[config.mk]
export PLATFORM = sky130hd
export DESIGN_NAME = flow_resequencing_buffer_unit
export DESIGN_NICKNAME = d
export VERILOG_FILES = /design/src/sv/frb_pkg.sv /design/src/sv/flow_resequencing_buffer_unit.sv /design/src/sv/frb_handle_ram.sv /design/src/sv/frb_cfg.sv /design/src/sv/frb_ctrl.sv
export SDC_FILE = /design/constraint.sdc
export NUM_CORES = 2
export LEC_CHECK = 0
export ABC_AREA = 1
export BUFFER_PORTS_ARGS = -buffer_cell sky130_fd_sc_hd__buf_2
export CORE_ASPECT_RATIO = 0.75
export CORE_MARGIN = 4
export CORE_UTILIZATION = 37
export DETAILED_ROUTE_END_ITERATION = 16
export GPL_ROUTABILITY_DRIVEN = 0
export PLACE_DENSITY_LB_ADDON = 0.15
export SYNTH_ARGS = -nofsm -noshare
export SYNTH_HDL_FRONTEND = slang
export SYNTH_SLANG_ARGS = --single-unit
[constraint.sdc]
create_clock -name i_clk -period 14.9 [get_ports i_clk]
set_clock_uncertainty 0.2 [all_clocks]
set_input_delay 2.98 -clock i_clk [delete_from_list [all_inputs] [get_ports i_clk]]
set_output_delay 2.98 -clock i_clk [all_outputs]
set_load 0.005 [all_outputs]
[src/sv/frb_pkg.sv]
// ----------------------------------------------------------------------------
// frb_pkg
// Shared types and constants for the flow resequencing buffer.
// ----------------------------------------------------------------------------
package frb_pkg;

    localparam int WINDOW = 32;
    localparam int IDX_W  = $clog2(WINDOW);
    localparam int SEQ_W  = 32;
    localparam int HDL_W  = 32;
    localparam int KEY_W  = 64;
    localparam int CNT_W  = 6;
    localparam int APB_AW = 4;
    localparam int APB_DW = 64;

    localparam logic KIND_ENQ   = 1'b0;
    localparam logic KIND_FLUSH = 1'b1;

    typedef enum logic [1:0] {
        RK_RELEASE = 2'd0,
        RK_GAP     = 2'd1,
        RK_DRAINED = 2'd2,
        RK_DROP    = 2'd3
    } t_res_kind;

    typedef enum logic [1:0] {
        ST_IDLE,
        ST_REL,
        ST_STAT
    } t_state;

    typedef struct packed {
        logic             kind;
        logic [SEQ_W-1:0] seq;
        logic [HDL_W-1:0] packet_handle;
    } t_in_word;

    typedef struct packed {
        logic [1:0]       result_kind;
        logic [HDL_W-1:0] packet_handle_res;
        logic [KEY_W-1:0] flow_key_out;
        logic [SEQ_W-1:0] next_seq;
        logic [CNT_W-1:0] queue_count;
        logic             last;
    } t_res_word;

    typedef struct packed {
        logic [KEY_W-1:0] flow_key;
        logic [SEQ_W-1:0] start_seq;
    } t_cfg;

    typedef struct packed {
        logic             we;
        logic [IDX_W-1:0] waddr;
        logic [HDL_W-1:0] wdata;
        logic             re;
        logic [IDX_W-1:0] raddr;
    } t_ram_req;

endpackage

[src/sv/flow_resequencing_buffer_unit.sv]
// ----------------------------------------------------------------------------
// flow_resequencing_buffer_unit
// Per-flow resequencing buffer: 32-slot circular store of packet handles.
// ----------------------------------------------------------------------------
// Input words (i_in_valid/o_in_ready) either enqueue a handle under its
// sequence number or flush. An in-window enqueue yields no result; enqueues
// may follow each other every cycle. An out-of-window enqueue yields one drop
// word in the cycle after acceptance. A flush reads the head slot from the
// handle RAM (registered read); if it is filled, the handle passes the RAM read
// register and the result register as the first release word, then one release
// per cycle while the next slot is filled and the receiver is ready, then one
// gap or drained status word with last set. The input stays not ready from
// flush acceptance until the status word is loaded. Results leave through a
// registered output (o_res_valid/i_res_ready); while the receiver stalls, the
// flush holds and no further drop word is taken. Reset (synchronous, i_rst_n
// low) clears the slot valid bits, count and head at once and the expected
// sequence to zero; no clearing pass is needed. Configuration: APB, flow key at
// 0x0, start sequence at 0x8, written by the user at idle only, not enforced.
// ----------------------------------------------------------------------------
module flow_resequencing_buffer_unit
    import frb_pkg::*;
(
    input  logic              i_clk,
    input  logic              i_rst_n,
    input  logic              i_in_valid,
    output logic              o_in_ready,
    input  t_in_word          i_in_word,
    output logic              o_res_valid,
    input  logic              i_res_ready,
    output t_res_word         o_res_word,
    input  logic              psel,
    input  logic              penable,
    input  logic              pwrite,
    input  logic [APB_AW-1:0] paddr,
    input  logic [APB_DW-1:0] pwdata,
    output logic [APB_DW-1:0] prdata,
    output logic              pready
);

    t_cfg             cfg;
    t_ram_req         ram_req;
    logic [HDL_W-1:0] ram_rdata;

    frb_cfg u_cfg (
        .i_clk   (i_clk),
        .i_rst_n (i_rst_n),
        .psel    (psel),
        .penable (penable),
        .pwrite  (pwrite),
        .paddr   (paddr),
        .pwdata  (pwdata),
        .prdata  (prdata),
        .pready  (pready),
        .o_cfg   (cfg)
    );

    frb_handle_ram #(
        .DEPTH (WINDOW),
        .WIDTH (HDL_W)
    ) u_ram (
        .i_clk   (i_clk),
        .i_we    (ram_req.we),
        .i_waddr (ram_req.waddr),
        .i_wdata (ram_req.wdata),
        .i_re    (ram_req.re),
        .i_raddr (ram_req.raddr),
        .o_rdata (ram_rdata)
    );

    frb_ctrl u_ctrl (
        .i_clk       (i_clk),
        .i_rst_n     (i_rst_n),
        .i_cfg       (cfg),
        .i_in_valid  (i_in_valid),
        .o_in_ready  (o_in_ready),
        .i_in_word   (i_in_word),
        .o_res_valid (o_res_valid),
        .i_res_ready (i_res_ready),
        .o_res_word  (o_res_word),
        .o_ram_req   (ram_req),
        .i_ram_rdata (ram_rdata)
    );

endmodule

[src/sv/frb_handle_ram.sv]
// ----------------------------------------------------------------------------
// frb_handle_ram
// Simple dual-port synchronous RAM, one write and one registered read port.
// ----------------------------------------------------------------------------
module frb_handle_ram #(
    parameter int DEPTH = 32,
    parameter int WIDTH = 32
) (
    input  logic                     i_clk,
    input  logic                     i_we,
    input  logic [$clog2(DEPTH)-1:0] i_waddr,
    input  logic [WIDTH-1:0]         i_wdata,
    input  logic                     i_re,
    input  logic [$clog2(DEPTH)-1:0] i_raddr,
    output logic [WIDTH-1:0]         o_rdata
);

    logic [WIDTH-1:0] r_mem [DEPTH];
    logic [WIDTH-1:0] r_rdata;

    always_ff @(posedge i_clk) begin
        if (i_we) begin
            r_mem[i_waddr] <= i_wdata;
        end
    end

    always_ff @(posedge i_clk) begin
        if (i_re) begin
            r_rdata <= r_mem[i_raddr];
        end
    end

    assign o_rdata = r_rdata;

endmodule

[src/sv/frb_cfg.sv]
// ----------------------------------------------------------------------------
// frb_cfg
// APB register file: flow key at 0x0, start sequence at 0x8.
// ----------------------------------------------------------------------------
module frb_cfg
    import frb_pkg::*;
(
    input  logic              i_clk,
    input  logic              i_rst_n,
    input  logic              psel,
    input  logic              penable,
    input  logic              pwrite,
    input  logic [APB_AW-1:0] paddr,
    input  logic [APB_DW-1:0] pwdata,
    output logic [APB_DW-1:0] prdata,
    output logic              pready,
    output t_cfg              o_cfg
);

    logic [KEY_W-1:0] r_flow_key;
    logic [SEQ_W-1:0] r_start_seq;
    logic             wr;

    // register select on address bit 3 only
    assign wr = psel && penable && pwrite;

    always_ff @(posedge i_clk) begin
        if (!i_rst_n) begin
            r_flow_key  <= '0;
            r_start_seq <= '0;
        end else if (wr) begin
            if (paddr[3]) begin
                r_start_seq <= pwdata[SEQ_W-1:0];
            end else begin
                r_flow_key <= pwdata[KEY_W-1:0];
            end
        end
    end

    always_comb begin
        if (paddr[3]) begin
            prdata = APB_DW'(r_start_seq);
        end else begin
            prdata = APB_DW'(r_flow_key);
        end
    end

    assign pready          = 1'b1;
    assign o_cfg.flow_key  = r_flow_key;
    assign o_cfg.start_seq = r_start_seq;

endmodule

[src/sv/frb_ctrl.sv]
// ----------------------------------------------------------------------------
// frb_ctrl
// Slot bookkeeping, flush sequencer and output register.
// ----------------------------------------------------------------------------
module frb_ctrl
    import frb_pkg::*;
(
    input  logic             i_clk,
    input  logic             i_rst_n,
    input  t_cfg             i_cfg,
    input  logic             i_in_valid,
    output logic             o_in_ready,
    input  t_in_word         i_in_word,
    output logic             o_res_valid,
    input  logic             i_res_ready,
    output t_res_word        o_res_word,
    output t_ram_req         o_ram_req,
    input  logic [HDL_W-1:0] i_ram_rdata
);

    t_state           r_state, n_state;
    logic [WINDOW-1:0] r_valid, n_valid;
    logic [IDX_W-1:0] r_head, n_head;
    logic [SEQ_W-1:0] r_exp, n_exp;
    logic [CNT_W-1:0] r_count, n_count;
    logic             r_res_valid, n_res_valid;
    t_res_word        r_res_word, n_res_word;

    logic             out_free;
    logic             acc;
    logic             in_win;
    logic             more;
    logic             load;
    logic [SEQ_W-1:0] off;
    logic [IDX_W:0]   sum;
    logic [IDX_W-1:0] idx;
    logic [IDX_W-1:0] head_nxt;

    assign out_free = !r_res_valid || i_res_ready;
    assign off      = i_in_word.seq - r_exp;
    assign in_win   = off < SEQ_W'(WINDOW);
    assign sum      = {1'b0, r_head} + off[IDX_W:0];
    assign idx      = (sum >= (IDX_W+1)'(WINDOW)) ? IDX_W'(sum - (IDX_W+1)'(WINDOW))
                                                   : sum[IDX_W-1:0];
    assign head_nxt = (r_head == IDX_W'(WINDOW - 1)) ? '0 : r_head + 1'b1;

    // another release follows if something stays held and the next slot is filled
    assign more = (r_count != CNT_W'(1)) && r_valid[head_nxt];

    // in-window enqueues never touch the output register
    assign o_in_ready = (r_state == ST_IDLE)
                        && (out_free || (i_in_word.kind == KIND_ENQ && in_win));
    assign acc        = i_in_valid && o_in_ready;

    // next state
    always_comb begin
        n_state = r_state;
        case (r_state)
            ST_IDLE: begin
                if (acc && i_in_word.kind == KIND_FLUSH) begin
                    if (r_count == '0 || !r_valid[r_head]) begin
                        n_state = ST_STAT;
                    end else begin
                        n_state = ST_REL;
                    end
                end
            end
            ST_REL: begin
                if (out_free && !more) begin
                    n_state = ST_STAT;
                end
            end
            ST_STAT: begin
                if (out_free) begin
                    n_state = ST_IDLE;
                end
            end
            default: n_state = ST_IDLE;
        endcase
    end

    // datapath and outputs
    always_comb begin
        n_valid    = r_valid;
        n_head     = r_head;
        n_exp      = r_exp;
        n_count    = r_count;
        n_res_word = r_res_word;
        load       = 1'b0;
        o_ram_req  = '0;

        n_res_word.flow_key_out = i_cfg.flow_key;

        case (r_state)
            ST_IDLE: begin
                if (acc && i_in_word.kind == KIND_ENQ) begin
                    if (in_win) begin
                        o_ram_req.we    = 1'b1;
                        o_ram_req.waddr = idx;
                        o_ram_req.wdata = i_in_word.packet_handle;
                        n_valid[idx]    = 1'b1;
                        if (!r_valid[idx]) begin
                            n_count = r_count + 1'b1;
                        end
                    end else begin
                        load                         = 1'b1;
                        n_res_word.result_kind       = RK_DROP;
                        n_res_word.packet_handle_res = i_in_word.packet_handle;
                        n_res_word.next_seq          = r_exp;
                        n_res_word.queue_count       = r_count;
                        n_res_word.last              = 1'b1;
                    end
                end else if (acc && r_count != '0 && r_valid[r_head]) begin
                    o_ram_req.re    = 1'b1;
                    o_ram_req.raddr = r_head;
                end
            end
            ST_REL: begin
                if (out_free) begin
                    load                         = 1'b1;
                    n_res_word.result_kind       = RK_RELEASE;
                    n_res_word.packet_handle_res = i_ram_rdata;
                    n_res_word.next_seq          = r_exp + 1'b1;
                    n_res_word.queue_count       = r_count - 1'b1;
                    n_res_word.last              = 1'b0;
                    n_valid[r_head]              = 1'b0;
                    n_head                       = head_nxt;
                    n_exp                        = r_exp + 1'b1;
                    n_count                      = r_count - 1'b1;
                    if (more) begin
                        o_ram_req.re    = 1'b1;
                        o_ram_req.raddr = head_nxt;
                    end
                end
            end
            ST_STAT: begin
                if (out_free) begin
                    load                         = 1'b1;
                    n_res_word.packet_handle_res = '0;
                    n_res_word.last              = 1'b1;
                    n_res_word.queue_count       = r_count;
                    if (r_count == '0) begin
                        // drained: re-arm from the start sequence
                        n_res_word.result_kind = RK_DRAINED;
                        n_res_word.next_seq    = i_cfg.start_seq;
                        n_exp                  = i_cfg.start_seq;
                        n_head                 = '0;
                    end else begin
                        n_res_word.result_kind = RK_GAP;
                        n_res_word.next_seq    = r_exp;
                    end
                end
            end
            default: ;
        endcase

        if (load) begin
            n_res_valid = 1'b1;
        end else if (i_res_ready) begin
            n_res_valid = 1'b0;
        end else begin
            n_res_valid = r_res_valid;
        end
    end

    always_ff @(posedge i_clk) begin
        if (!i_rst_n) begin
            r_state     <= ST_IDLE;
            r_valid     <= '0;
            r_head      <= '0;
            r_exp       <= '0;
            r_count     <= '0;
            r_res_valid <= 1'b0;
        end else begin
            r_state     <= n_state;
            r_valid     <= n_valid;
            r_head      <= n_head;
            r_exp       <= n_exp;
            r_count     <= n_count;
            r_res_valid <= n_res_valid;
        end
    end

    always_ff @(posedge i_clk) begin
        if (load) begin
            r_res_word <= n_res_word;
        end
    end

    assign o_res_valid = r_res_valid;
    assign o_res_word  = r_res_word;

endmodule

==> results.json <==
{
  "setup_viol": 0,
  "clock_path_buffers": 3,
  "endpoint_kind": "output pin",
  "async_reset_ff_share_pct": 0,
  "rsz0062_at_grt": "false",
  "vias": 48560,
  "hold_class": "reg -> reg",
  "postCtsSetupBuffers": 0,
  "combPwrFrac_pct": 28.2,
  "timing.critical_path.from": "i_in_word[32]",
  "nFillCells": 16510,
  "crit_type": "in -> out",
  "cts.sinks": 1367,
  "gr-usage-met1_pct": 35.06,
  "antenna_found_initial": 15,
  "track_usage_pct": 23.05,
  "min_period_ns": 8.829,
  "fmax_ghz": 0.1133,
  "cpMostUsedCell": "nand2_1",
  "cts-root-buf": "clkbuf_16",
  "postRouteAntennaNets": 0,
  "max_stage_delay_ns": 0.42,
  "routedWlPerCell_um": 23.49,
  "switching_share_pct": 36.33,
  "numCtsBuffers": 143,
  "grt_use_met3_pct": 3.404,
  "syn_nets": 6748,
  "ctsHtreeMaxLevel": 4,
  "io_pins": 344,
  "syn_inst": 6557,
  "drt-initial-drc-count": 5527,
  "start_kind": "input port",
  "synth_area_per_cell_um2": 9.740,
  "start_util_pct": 37.39,
  "yosys-top-cells-area": "edfxtp_1 (56%), nand2_1 (8.9%), nand3_1 (7.9%)",
  "seq_power_share_pct": 40.9,
  "die_w_um": 487.7,
  "port-buffer-count": 339,
  "path_clk_slew_ns": 0.07,
  "yosysWarningCount": 0,
  "syn2layout_area_growth_pct": 13.11,
  "hold_buffers": 0,
  "remaining_drc_errors": 0,
  "reg2reg_slack_ns": 7.12,
  "cts_resized": 0,
  "required_ns": 11.72,
  "cp_slowest_cell": "fa_1",
  "cp_top_family": "simple AND/OR/NAND/NOR gates",
  "die_y_um": 367.8,
  "tightestPinTransition_ns": 1.296,
  "status": "complete, no violations",
  "synth_top_area_share_pct": 56.09,
  "r2r.worst_path.cells": 20,
  "worstReg2RegEnd": "u_ram.o_rdata[7]",
  "post-dp-hpwl_um": 119200,
  "crit_fanout": 3,
  "grt_busiest_layer": "met1",
  "drt_pass1_iterations": 6,
  "endpoint": "o_in_ready",
  "multi_input_area_um2": 20190,
  "cts_tree": "built",
  "irDropWorstVdd_mv": 0.1409,
  "clk_latency_ns": 0.80,
  "fin_crit_sh_pct": 59.26,
  "power_mw": 11.31,
  "crit_chain": "buf_2 -> inv_1 -> ha_1 -> fa_1 -> inv_1 -> nand2_1 -> nand3_1 -> nand2_1 -> inv_1 -> nand2_1 -> nand2_1 -> nand2_1 -> nand3_1 -> nand2_1 -> nor2_1 -> nand4_1 -> nor2_1 -> nand4_1 -> nand2_1 -> buf_2",
  "r2r_start": "u_ctrl.r_head[1]",
  "totalWireLength_um": 214100,
  "p_clk_share_pct": 30.8,
  "synth_most_common_cell": "nand2_1",
  "overflow": 0,
  "via_per_inst": 5.326,
  "drive_gt1_share_pct": 10.76,
  "cp.depth": 20,
  "grt.met2_usage_pct": 34.16,
  "syn_area_um2": 63870,
  "ys_ff_latch": 1367,
  "rows": 131,
  "drv_cap": 0,
  "hold_viol_final": 0,
  "synth_seq_area_share_pct": 61.55,
  "arrival_ns": 5.65,
  "synth.cells.most_frequent": "nand2_1 (1,506), edfxtp_1 (1,193), nand3_1 (1,004), inv_1 (763), nand3b_1 (422)",
  "slew_viol_final": 0,
  "grt_pass1_vias": 44350,
  "synth-edff-count": 1193,
  "yosysTopAreaCell": "edfxtp_1",
  "powerDensity_nw_per_um2": 156.5,
  "p_leak_nw": 27.48,
  "grt_max_degree": 219,
  "fin_nets": 6928,
  "core_um2": 170800,
  "setup_tns_ns": 0,
  "grt_pass1_wl_um": 309200,
  "final-seq-area_um2": 39310,
  "p_int_mw": 7.199,
  "yosys_most_used_dff": "edfxtp_1",
  "switching_power_mw": 4.108,
  "critPathBufInv": 5,
  "ys_types": 51,
  "slew_headroom_pct": 13.51,
  "dieArea_um2": 179400
}
[sequential cells by signal (all words and copies together), names as in the netlist, 2 cells and up]
register / count
u_cfg.r_flow_key: 64
u_cfg.r_start_seq: 32
u_ctrl.o_res_word: 137
u_ctrl.r_count: 6
u_ctrl.r_exp: 32
u_ctrl.r_head: 5
u_ctrl.r_state: 2
u_ctrl.r_valid: 32
u_ram.o_rdata: 32
u_ram.r_mem: 1024
[cell usage in the layout (no fill, tap or decap), drive strengths merged, types with 4 or more instances in the layout]
master and instances:
and2 4, o21ai 285, a211oi 8, o211ai 18, nor3 63, inv 770
o22ai 20, xor2 20, diode 9, a31oi 25, o221ai 22, or2 13
nor4 8, a22oi 27, nand4 35, ha 49, buf 437, nand3b 422
edfxtp 1193, nand2 1510, nand3 1004, dfxtp 174, xnor2 7, nor2 315
a21oi 133, o31ai 11, clkbuf 193, clkinv 62
[cells by family (layout without fill, tap and decap cells)]
family          Yosys count  count (layout)  synth area share, %
other cells               1              10             0.005872
simple gates           3375            3375                24.72
flops                  1367            1367                61.55
compound gates          562             562                4.959
buf+inv                1174            1465                7.370
fa+ha+maj                51              51                1.023
xor+xnor                 27              27               0.3703
[per-stage QoR]
| step | cells | util [%] | cell area (um^2) | setup slack [ns] | hold slack (ns) |
|---|---|---|---|---|---|
| floorplan | 6557 | - | 63870 | 6.010 | 0.2082 |
| global placement | 8853 | 39.66 | 67730 | 6.069 | 0.2097 |
| detailed placement | 8853 | 39.66 | 67730 | 6.097 | 0.2146 |
| CTS | 9109 | 42.28 | 72210 | 6.098 | 0.2320 |
| global route | 9117 | 42.29 | 72230 | 5.875 | 0.2382 |
| finish | 9118 | 42.29 | 72240 | 6.071 | 0.2279 |
[worst min path at each step]
stage / start / endpoint / slack (ns) / cells past startpoint
final: u_cfg.r_flow_key[60] / u_ctrl.o_res_word[99] / 0.23 / 0
after global routing: u_cfg.r_flow_key[57] / u_ctrl.o_res_word[96] / 0.24 / 0
after CTS: u_cfg.r_flow_key[46] / u_ctrl.o_res_word[85] / 0.23 / 0
after detailed placement: u_cfg.r_flow_key[60] / u_ctrl.o_res_word[99] / 0.21 / 0
after global placement: u_cfg.r_flow_key[39] / u_ctrl.o_res_word[78] / 0.21 / 0
after floorplan: u_cfg.r_flow_key[61] / u_ctrl.o_res_word[100] / 0.21 / 0
[metal layers]
layer | vias up | routed length (um)
li1 | 22660 | -
met1 | 23820 | 100100
met2 | 1818 | 94250
met3 | 268 | 15140
met4 | 0 | 4690
met5 | - | 0
[area by class of cell]
| cell class | count | share of cell area [%] |
|---|---|---|
| sequential | 1367 | 54.42 |
| clock buffer | 193 | 5.572 |
| tap | 2261 | 3.916 |
| clock inverter | 63 | 0.6322 |
| timing repair buffer | 437 | 3.457 |
| inverter | 772 | 4.031 |
| antenna | 9 | 0.03118 |
| multi-input combinational | 4016 | 27.94 |
[worst register-to-register path: stages, from the launching register on]
cell,delay (ns)
dfxtp_1,0.80
clkinv_1,0.71
ha_1,0.57
inv_1,0.09
nor2_1,0.48
o21ai_0,0.17
o21ai_0,0.29
nand2_1,0.09
a21oi_1,0.19
o21ai_2,0.11
nand4_1,0.27
buf_12,0.73
buf_4,0.96
buf_4,0.98
nand3b_1,0.26
nand3_1,0.13
nand3_1,0.14
nand3_1,0.16
nand2_1,0.06
nand2_1,0.05
nand2_1,0.09
[power by group through the flow]
stage / clock network [mW] / logic (mW) / registers, mW
2_1_floorplan: 0 / 1.95 / 4.67
3_3_place_gp: 0 / 3.11 / 4.70
3_5_place_dp: 0 / 3.12 / 4.70
4_1_cts: 3.55 / 3.13 / 4.62
5_1_grt: 3.72 / 3.46 / 4.65
6_report: 3.49 / 3.19 / 4.63
(Power assumes the default switching activity.)
